<file path="config.mk">
export PLATFORM = sky130hd
export DESIGN_NAME = planar_rle_image_decoder_top
export DESIGN_NICKNAME = d
export VERILOG_FILES = /design/src/rtl/plrle_pkg.sv /design/src/rtl/planar_rle_image_decoder_top.sv
export SDC_FILE = /design/constraint.sdc
export NUM_CORES = 1
export LEC_CHECK = 0
export BUFFER_PORTS_ARGS = -buffer_cell sky130_fd_sc_hd__buf_2
export CORE_UTILIZATION = 55
export CTS_CLUSTER_SIZE = 16
export DETAILED_ROUTE_END_ITERATION = 12
export HOLD_SLACK_MARGIN = 0.15
export PLACE_DENSITY = 0.7
export SYNTH_ARGS = -nofsm -noshare
export SYNTH_HDL_FRONTEND = slang
export SYNTH_SLANG_ARGS = --single-unit
</file>
<file path="constraint.sdc">
create_clock -name i_clk -period 15.35 [get_ports i_clk]
set_input_delay 4.605 -clock i_clk [delete_from_list [all_inputs] [get_ports i_clk]]
set_output_delay 4.605 -clock i_clk [all_outputs]
set_load 0.05 [all_outputs]
</file>
<file path="src/rtl/plrle_pkg.sv">
// shared types, constants and the plane-to-channel mapping of the planar run-length image decoder
`timescale 1ns / 1ps

package plrle_pkg;

    // size limits, as 13-bit values
    localparam logic [12:0] MAX_WIDTH  = 13'd4096;
    localparam logic [12:0] MAX_HEIGHT = 13'd4096;

    // code byte fields
    localparam int unsigned CODE_FILL_BIT = 7;
    localparam int unsigned CODE_LONG_BIT = 6;

    // configuration register indexes
    typedef enum logic [2:0] {
        CFG_IMAGE_WIDTH   = 3'd0,
        CFG_IMAGE_HEIGHT  = 3'd1,
        CFG_CHANNEL_COUNT = 3'd2,
        CFG_RLE_MODE      = 3'd3
    } t_cfg_index;

    // parser phases, one-hot
    typedef enum logic [3:0] {
        PH_CODE = 4'b0001,
        PH_LOW  = 4'b0010,
        PH_BODY = 4'b0100,
        PH_SKIP = 4'b1000
    } t_phase;

    // one decoded run
    typedef struct packed {
        logic [7:0]  out_value;
        logic [13:0] run_length;
        logic [11:0] out_row;
        logic [11:0] out_col;
        logic [1:0]  out_channel;
        logic        image_last;
        logic        overrun_error;
    } t_run;

    // planes 0 and 2 trade places (bgr to rgb)
    function automatic logic [1:0] plane_to_channel(input logic [1:0] plane);
        logic [1:0] chan;
        chan = plane;
        if (plane == 2'd0) begin
            chan = 2'd2;
        end else if (plane == 2'd2) begin
            chan = 2'd0;
        end
        return chan;
    endfunction

endpackage

</file>
<file path="src/rtl/planar_rle_image_decoder_top.sv">
// top level of the planar run-length image decoder
`timescale 1ns / 1ps

// Planar run-length image decoder. One compressed byte is taken per clock
// (i_valid high, o_stall low) and at most one run comes out per byte,
// registered. All parsing for a byte is a single pass through the phase,
// column, plane and row counters, so the sustained rate is one byte per cycle
// for any stream; only a stall on the result side that fills both the result
// register and the skid stage behind it holds the input off. Configuration
// writes to indexes 0 to 3 also clear the parser and all position counters
// and are meant to be issued only while the block is idle.
module planar_rle_image_decoder_top (
    input  logic        i_clk,
    input  logic        i_rst_n,
    // configuration
    input  logic        i_cfg_we,
    input  logic [2:0]  i_cfg_index,
    input  logic [12:0] i_cfg_data,
    // compressed byte stream
    input  logic        i_valid,
    output logic        o_stall,
    input  logic [7:0]  i_data_byte,
    // decoded runs
    output logic        o_valid,
    input  logic        i_stall,
    output logic [7:0]  o_out_value,
    output logic [13:0] o_run_length,
    output logic [11:0] o_out_row,
    output logic [11:0] o_out_col,
    output logic [1:0]  o_out_channel,
    output logic        o_image_last,
    output logic        o_overrun_error
);

    // configuration registers
    logic [12:0] r_image_width,   n_image_width;
    logic [12:0] r_image_height,  n_image_height;
    logic [2:0]  r_channel_count, n_channel_count;
    logic        r_rle_mode,      n_rle_mode;

    // parser state
    plrle_pkg::t_phase r_phase, n_phase;
    logic [13:0] r_run_remaining,   n_run_remaining;
    logic        r_run_is_fill,     n_run_is_fill;
    logic [11:0] r_col,             n_col;
    logic [1:0]  r_plane,           n_plane;
    logic [11:0] r_row,             n_row;
    logic        r_overrun_pending, n_overrun_pending;

    // result register and skid stage
    plrle_pkg::t_run r_out, n_out;
    plrle_pkg::t_run r_skid, n_skid;
    logic            r_out_valid,  n_out_valid;
    logic            r_skid_valid, n_skid_valid;

    // effective sizes and shared counter arithmetic
    logic [12:0] eff_width;
    logic [12:0] eff_height;
    logic [2:0]  eff_chan;
    logic [12:0] rem;
    logic        fill_clip;
    logic [12:0] fill_len;
    logic [12:0] adv_len;
    logic [12:0] col_sum;
    logic        col_done;
    logic [12:0] row_inc;
    logic        row_wrap;
    logic [2:0]  plane_inc;
    logic        plane_wrap;
    logic [13:0] start_count;
    logic        start_fill;
    logic [13:0] rr_dec;

    logic            accept;
    logic            res_valid;
    plrle_pkg::t_run res;
    logic            out_take;

    assign accept   = i_valid && !r_skid_valid;
    assign out_take = r_out_valid && !i_stall;

    // clamp the configured sizes
    always_comb begin
        if (r_image_width == 13'd0) begin
            eff_width = 13'd1;
        end else if (r_image_width > plrle_pkg::MAX_WIDTH) begin
            eff_width = plrle_pkg::MAX_WIDTH;
        end else begin
            eff_width = r_image_width;
        end
        if (r_image_height == 13'd0) begin
            eff_height = 13'd1;
        end else if (r_image_height > plrle_pkg::MAX_HEIGHT) begin
            eff_height = plrle_pkg::MAX_HEIGHT;
        end else begin
            eff_height = r_image_height;
        end
        eff_chan = (r_channel_count <= 3'd3) ? 3'd3 : 3'd4;
    end

    // position arithmetic shared by all phases
    always_comb begin
        rem        = eff_width - {1'b0, r_col};
        fill_clip  = r_run_remaining > {1'b0, rem};
        fill_len   = fill_clip ? rem : r_run_remaining[12:0];
        adv_len    = (r_rle_mode && r_run_is_fill) ? fill_len : 13'd1;
        col_sum    = {1'b0, r_col} + adv_len;
        col_done   = col_sum >= eff_width;
        row_inc    = {1'b0, r_row} + 13'd1;
        row_wrap   = row_inc >= eff_height;
        plane_inc  = {1'b0, r_plane} + 3'd1;
        plane_wrap = plane_inc >= eff_chan;
        rr_dec     = r_run_remaining - 14'd1;
        if (r_phase == plrle_pkg::PH_CODE) begin
            start_count = {8'd0, i_data_byte[5:0]};
            start_fill  = i_data_byte[plrle_pkg::CODE_FILL_BIT];
        end else begin
            start_count = {r_run_remaining[5:0], i_data_byte};
            start_fill  = r_run_is_fill;
        end
    end

    // configuration writes, per-byte parse and run generation
    always_comb begin
        n_image_width     = r_image_width;
        n_image_height    = r_image_height;
        n_channel_count   = r_channel_count;
        n_rle_mode        = r_rle_mode;
        n_phase           = r_phase;
        n_run_remaining   = r_run_remaining;
        n_run_is_fill     = r_run_is_fill;
        n_col             = r_col;
        n_plane           = r_plane;
        n_row             = r_row;
        n_overrun_pending = r_overrun_pending;
        res_valid         = 1'b0;
        res.out_value     = i_data_byte;
        res.run_length    = 14'd1;
        res.out_row       = r_row;
        res.out_col       = r_col;
        res.out_channel   = plrle_pkg::plane_to_channel(r_plane);
        res.image_last    = 1'b0;
        res.overrun_error = 1'b0;

        if (i_cfg_we) begin
            // a register write also restarts the image
            unique case (i_cfg_index)
                plrle_pkg::CFG_IMAGE_WIDTH:   n_image_width   = i_cfg_data;
                plrle_pkg::CFG_IMAGE_HEIGHT:  n_image_height  = i_cfg_data;
                plrle_pkg::CFG_CHANNEL_COUNT: n_channel_count = i_cfg_data[2:0];
                plrle_pkg::CFG_RLE_MODE:      n_rle_mode      = i_cfg_data[0];
                default: ;
            endcase
            if (i_cfg_index <= plrle_pkg::CFG_RLE_MODE) begin
                n_phase           = plrle_pkg::PH_CODE;
                n_run_remaining   = 14'd0;
                n_run_is_fill     = 1'b0;
                n_col             = 12'd0;
                n_plane           = 2'd0;
                n_row             = 12'd0;
                n_overrun_pending = 1'b0;
            end
        end else if (accept && !r_rle_mode) begin
            // raw interleaved copy
            res_valid       = 1'b1;
            res.out_channel = r_plane;
            n_plane         = plane_inc[1:0];
            if (plane_wrap) begin
                n_plane = 2'd0;
                n_col   = col_sum[11:0];
                if (col_done) begin
                    n_col          = 12'd0;
                    n_row          = row_wrap ? 12'd0 : row_inc[11:0];
                    res.image_last = row_wrap;
                end
            end
        end else if (accept) begin
            unique case (r_phase)
                plrle_pkg::PH_CODE,
                plrle_pkg::PH_LOW: begin
                    n_run_is_fill = start_fill;
                    if (r_phase == plrle_pkg::PH_CODE &&
                        i_data_byte[plrle_pkg::CODE_LONG_BIT]) begin
                        n_run_remaining = start_count;
                        n_phase         = plrle_pkg::PH_LOW;
                    end else begin
                        n_run_remaining   = start_count;
                        n_overrun_pending = 1'b0;
                        if (start_fill) begin
                            n_phase = plrle_pkg::PH_BODY;
                        end else if (start_count == 14'd0) begin
                            n_phase = plrle_pkg::PH_CODE;
                        end else begin
                            n_overrun_pending = start_count > {1'b0, rem};
                            n_phase           = plrle_pkg::PH_BODY;
                        end
                    end
                end
                plrle_pkg::PH_BODY: begin
                    res_valid = r_run_is_fill ? (r_run_remaining != 14'd0) : 1'b1;
                    // move along the plane, wrapping plane and row
                    if (res_valid) begin
                        n_col = col_sum[11:0];
                        if (col_done) begin
                            n_col   = 12'd0;
                            n_plane = plane_inc[1:0];
                            if (plane_wrap) begin
                                n_plane        = 2'd0;
                                n_row          = row_wrap ? 12'd0 : row_inc[11:0];
                                res.image_last = row_wrap;
                            end
                        end
                    end
                    if (r_run_is_fill) begin
                        n_phase           = plrle_pkg::PH_CODE;
                        n_run_remaining   = 14'd0;
                        res.run_length    = {1'b0, fill_len};
                        res.overrun_error = fill_clip;
                    end else begin
                        n_run_remaining = rr_dec;
                        if (r_overrun_pending && col_done) begin
                            res.overrun_error = 1'b1;
                            n_overrun_pending = 1'b0;
                            n_phase = (rr_dec != 14'd0) ? plrle_pkg::PH_SKIP
                                                        : plrle_pkg::PH_CODE;
                        end else if (rr_dec == 14'd0) begin
                            n_phase = plrle_pkg::PH_CODE;
                        end
                    end
                end
                plrle_pkg::PH_SKIP: begin
                    // drop literal bytes past the end of the plane row
                    if (r_run_remaining != 14'd0) begin
                        n_run_remaining = rr_dec;
                    end
                    if (r_run_remaining <= 14'd1) begin
                        n_phase = plrle_pkg::PH_CODE;
                    end
                end
                default: n_phase = plrle_pkg::PH_CODE;
            endcase
        end
    end

    // result register with skid stage behind it
    always_comb begin
        n_out        = r_out;
        n_skid       = r_skid;
        n_out_valid  = r_out_valid;
        n_skid_valid = r_skid_valid;
        if (r_skid_valid) begin
            if (out_take) begin
                n_out        = r_skid;
                n_skid_valid = 1'b0;
            end
        end else if (res_valid) begin
            if (!r_out_valid || out_take) begin
                n_out       = res;
                n_out_valid = 1'b1;
            end else begin
                n_skid       = res;
                n_skid_valid = 1'b1;
            end
        end else if (out_take) begin
            n_out_valid = 1'b0;
        end
    end

    // control and configuration registers
    always_ff @(posedge i_clk) begin
        if (!i_rst_n) begin
            r_image_width     <= 13'd1;
            r_image_height    <= 13'd1;
            r_channel_count   <= 3'd4;
            r_rle_mode        <= 1'b1;
            r_phase           <= plrle_pkg::PH_CODE;
            r_run_remaining   <= 14'd0;
            r_run_is_fill     <= 1'b0;
            r_col             <= 12'd0;
            r_plane           <= 2'd0;
            r_row             <= 12'd0;
            r_overrun_pending <= 1'b0;
            r_out_valid       <= 1'b0;
            r_skid_valid      <= 1'b0;
        end else begin
            r_image_width     <= n_image_width;
            r_image_height    <= n_image_height;
            r_channel_count   <= n_channel_count;
            r_rle_mode        <= n_rle_mode;
            r_phase           <= n_phase;
            r_run_remaining   <= n_run_remaining;
            r_run_is_fill     <= n_run_is_fill;
            r_col             <= n_col;
            r_plane           <= n_plane;
            r_row             <= n_row;
            r_overrun_pending <= n_overrun_pending;
            r_out_valid       <= n_out_valid;
            r_skid_valid      <= n_skid_valid;
        end
    end

    // result payload
    always_ff @(posedge i_clk) begin
        r_out  <= n_out;
        r_skid <= n_skid;
    end

    // ports
    assign o_stall         = r_skid_valid;
    assign o_valid         = r_out_valid;
    assign o_out_value     = r_out.out_value;
    assign o_run_length    = r_out.run_length;
    assign o_out_row       = r_out.out_row;
    assign o_out_col       = r_out.out_col;
    assign o_out_channel   = r_out.out_channel;
    assign o_image_last    = r_out.image_last;
    assign o_overrun_error = r_out.overrun_error;

endmodule

</file>
==> summary.txt <==
Synthesis
  • Post-synthesis mux area share: around 2.8%
  • Mapped Cells: around 1,200
  • Mapped Area: 10,800 um^2
  • Unique masters post-synth: 79
  • Xor and xnor area share after synthesis: 3.72%
  • Top_reg_cell synth: edfxtp_1
  • Sequential area share after synthesis: around two fifths
  • Compound-gate portion of the synthesized area: 18.7%
  • Post-synth ARST share: 0%
  • Yosys warns: 0
  • Post-synth EDFFs: a little under 100
  • Largest family of logic cells by synthesized area: simple AND/OR/NAND/NOR gates
  • Post-Synth Adder-Cell Area: roughly 10%
  • Post-synthesis net count: between 1,000 and 1,500
  • Flops & latches, synth: 174
  • Simple-gate share of the synthesized area: 19.1%
  • Syn_area_per_cell: between 9 and 10 um^2

Global routing
  • Largest net degree at the start of global routing: 64
  • GR Util All Layers: 29.0%
  • First-pass GRT wire length: between 40,000 and 50,000 um
  • Vias in the first global route: between 8,000 and 9,000
  • Global route overflow: 0
  • Initial antenna violation count: 0

Clock network
  • CTS Hold Bufs: 0
  • Post-CTS Setup Repair Bufs: 0
  • Worst skew pair latency: 450 ps
  • Post_cts resized: 0
  • CTS H-tree lvls: 4
  • Clock Path Buffers: 2
  • Clock-pin slew on the worst setup and hold paths: about 70 ps
  • Total CTS buffers: 17
  • Clk root buf: clkbuf_16
  • TritonCTS clock tree: done
  • CTS sink cnt: around 170

Route
  • DR DRC count: 0
  • Routed Antenna Nets: 0
  • Routed WL per cell: about 19 um
  • DR vias: around 9,300
  • Drt pass-1 iters: 7
  • WL final: between 20,000 and 30,000 um
  • Initial drt markers: ~900
  • Vias per inst: between 6 and 7

Placement
  • Setup WS pre-CTS: 6140 ps
  • Input/output buffers: 79
  • Placer Congestion: 0.974
  • Placed instance count: between 1,000 and 1,500
  • Detailed Place HPWL: approximately 20,000 um

Setup path
  • CP Launch Type: register
  • Reg2reg setup slack: about 5900 ps
  • Worst r2r path cells: 38
  • Buffers & Inverters on Critical Path: 2
  • Worst reg2reg path startpoint: r_image_width[6]$_SDFFE_PN0P_
  • Delay-heaviest family, CP: compound AO/OA/AOI/OAI gates
  • Arrival @ worst endpoint: roughly 10000 ps
  • Crit-path slowest cell: o31ai_1
  • CP startpoint: r_image_width[6]$_SDFFE_PN0P_
  • Cell count along the critical path: 38
  • Worst path most repeated cell: ha_1
  • Setup crit end kind: register
  • Worst endpoint required time: 15,670 ps
  • CP Class: register to register
  • Worst setup path endpoint: r_phase[0]$_SDFFE_PN1P_
  • Crit Path Max Fanout: 19
  • Worst stage delay on the critical path: 820 ps
  • Worst R2R End: r_phase[0]$_SDFFE_PN1P_

Cells and area
  • Antenna fix cells: 0
  • Fraction of layout cells with a size suffix above 1: approximately 14%
  • Finished Layout Cells: 1,506
  • NumNets Final: 1,343
  • Layout area overhead: 10.5%

Die
  • Initial Util: approximately 57%
  • I/O pins: a little over 80
  • Chip Width: about 140 um
  • Die area: 20,200 um^2
  • Die Y: ~140 um
  • Core Box Area: between 15,000 and 20,000 um^2
  • Row Count: 50

Power and ir drop
  • Combinational group share of total power: between 10% and 20%
  • Switch Pwr: between 300 and 400 uW
  • Switch share: roughly 30%
  • Power Internal: 767 uW
  • Leakage: roughly 4.7 nW
  • Seq pwr share: a little under half
  • Power density over the cells: about 92 nW/um^2
  • Clock power share: around 40%
  • VDD IR-drop max: between 0.07 and 0.08 mV

Hold path
  • Hold Path Class: register to register
  • Hold path depth: 2

Timing
  • Final hold vios: 0
  • Setup violators final: 0
  • Post-route minimum period: roughly 9400 ps
  • Max-slew violation count: 0
  • Clk_skew: 16.1 ps
  • Max-slew headroom: about a fifth
  • Worst setup margin: 5900 ps
  • RSZ-0062 raised after global routing: no
  • Fmax: roughly 110 MHz
  • Worst-Margin Slew: around 1200 ps
  • Fin Setup TNS: 0 ps
  • Fin crit share: between 60% and 70%

Run status
  • Outcome: complete, no violations

Run
  • Max-cap violations: 0
-- layout make-up --
class | instances | area (um^2)
repair buffers | 90 | 478
well taps | 260 | 325
clock inverters | 15 | 165
multi-input cells | 894 | 5860
fillers | 1658 | 7020
inverters | 56 | 210
flip-flops and latches | 174 | 4470
clock buffers | 17 | 425
-- worst min-delay path, stage by stage (launching register included) --
cell	delay (ps)
dfxtp_1	330
nand2_1	60
a21oi_1	50
-- logic make-up after synthesis --
logic type      count (synthesis)
other cells                     1
xor+xnor                       45
flops                         174
fa+ha+maj                      83
compound gates                311
buf+inv                       124
simple gates                  427
mux                            27
-- flip-flops by register name (all words and copies together), names as in the netlist --
signal	flops
r_image_height	13
o_out_value	8
r_run_is_fill	1
r_plane	2
r_channel_count	1
o_image_last	1
o_valid	1
r_run_remaining	14
o_out_col	12
r_phase	4
r_rle_mode	1
r_col	12
r_image_width	13
r_overrun_pending	1
r_row	12
o_overrun_error	1
o_stall	1
o_out_channel	2
r_skid	49
o_out_row	12
o_run_length	13
-- worst min-delay path by stage --
stage	from	endpoint	slack, ps
floorplan	r_row[2]$_SDFFE_PN0P_	r_skid[18]$_DFFE_PP_	410
global placement	r_image_height[0]$_SDFFE_PN1P_	r_image_height[0]$_SDFFE_PN1P_	460
detailed placement	r_image_height[8]$_SDFFE_PN0P_	r_image_height[8]$_SDFFE_PN0P_	470
CTS	r_image_height[8]$_SDFFE_PN0P_	r_image_height[8]$_SDFFE_PN0P_	480
global route	r_image_height[1]$_SDFFE_PN0P_	r_image_height[1]$_SDFFE_PN0P_	490
finish	r_image_height[1]$_SDFFE_PN0P_	r_image_height[1]$_SDFFE_PN0P_	480
-- synth_stat cells (17+ instances only) --
library cell | number | area [um^2]
nor3_1 | 27 | 135
edfxtp_1 | 98 | 2940
mux2_2 | 22 | 248
a21oi_1 | 95 | 475
inv_1 | 55 | 206
o21ai_0 | 57 | 285
ha_1 | 79 | 988
dfxtp_1 | 76 | 1520
nand2_1 | 161 | 604
nor2b_1 | 17 | 106
xnor2_1 | 28 | 245
a22oi_1 | 26 | 195
o211ai_1 | 19 | 143
nor2_1 | 75 | 282
nand3_1 | 39 | 195
nand4_1 | 26 | 163
clkbuf_1 | 58 | 218
a21o_1 | 17 | 128
-- per-layer routing --
metal	share of wire [%]	global-route usage (%)
met5	0	0
met4	3.0	10.6
met3	7.9	5.62
met2	45	46.0
met1	44	39.3
-- power by group through the flow --
stage               logic (mW)  clock network, mW  registers [mW]
global placement         0.152                  0           0.511
finish                   0.159              0.436           0.500
detailed placement       0.154                  0           0.511
global route             0.174              0.459           0.501
CTS                      0.156              0.443           0.500
floorplan                0.116                  0           0.510
-- stage by stage --
stage                     hold WS (ps)  instance area (um^2)  total power, mW  utilization, %
final                              478                 11900             1.10            63.0
after global routing               491                 11900             1.13            63.0
after CTS                          477                 11900             1.10            63.0
after detailed placement           465                 11300            0.665            59.8
after global placement             460                 11300            0.662            59.8
after floorplan                    406                 10800            0.626               -
-- placed cells by master, fill, tap and decap left out, types with 10 or more instances in the layout --
cell type	instances
a211oi_1	12
a21o_1	17
a21oi_1	94
a22oi_1	26
a31oi_1	10
and3_1	10
buf_2	79
buf_4	11
clkbuf_16	17
dfxtp_1	75
edfxtp_1	98
ha_1	79
inv_1	54
mux2_2	22
nand2_1	161
nand3_1	39
nand4_1	26
nor2_1	75
nor2b_1	17
nor3_1	26
nor4_1	10
o211ai_1	19
o21a_1	14
o21ai_0	57
or3_1	16
xnor2_1	28
xor2_1	16
Note: power is estimated with default switching activity, not from simulation.
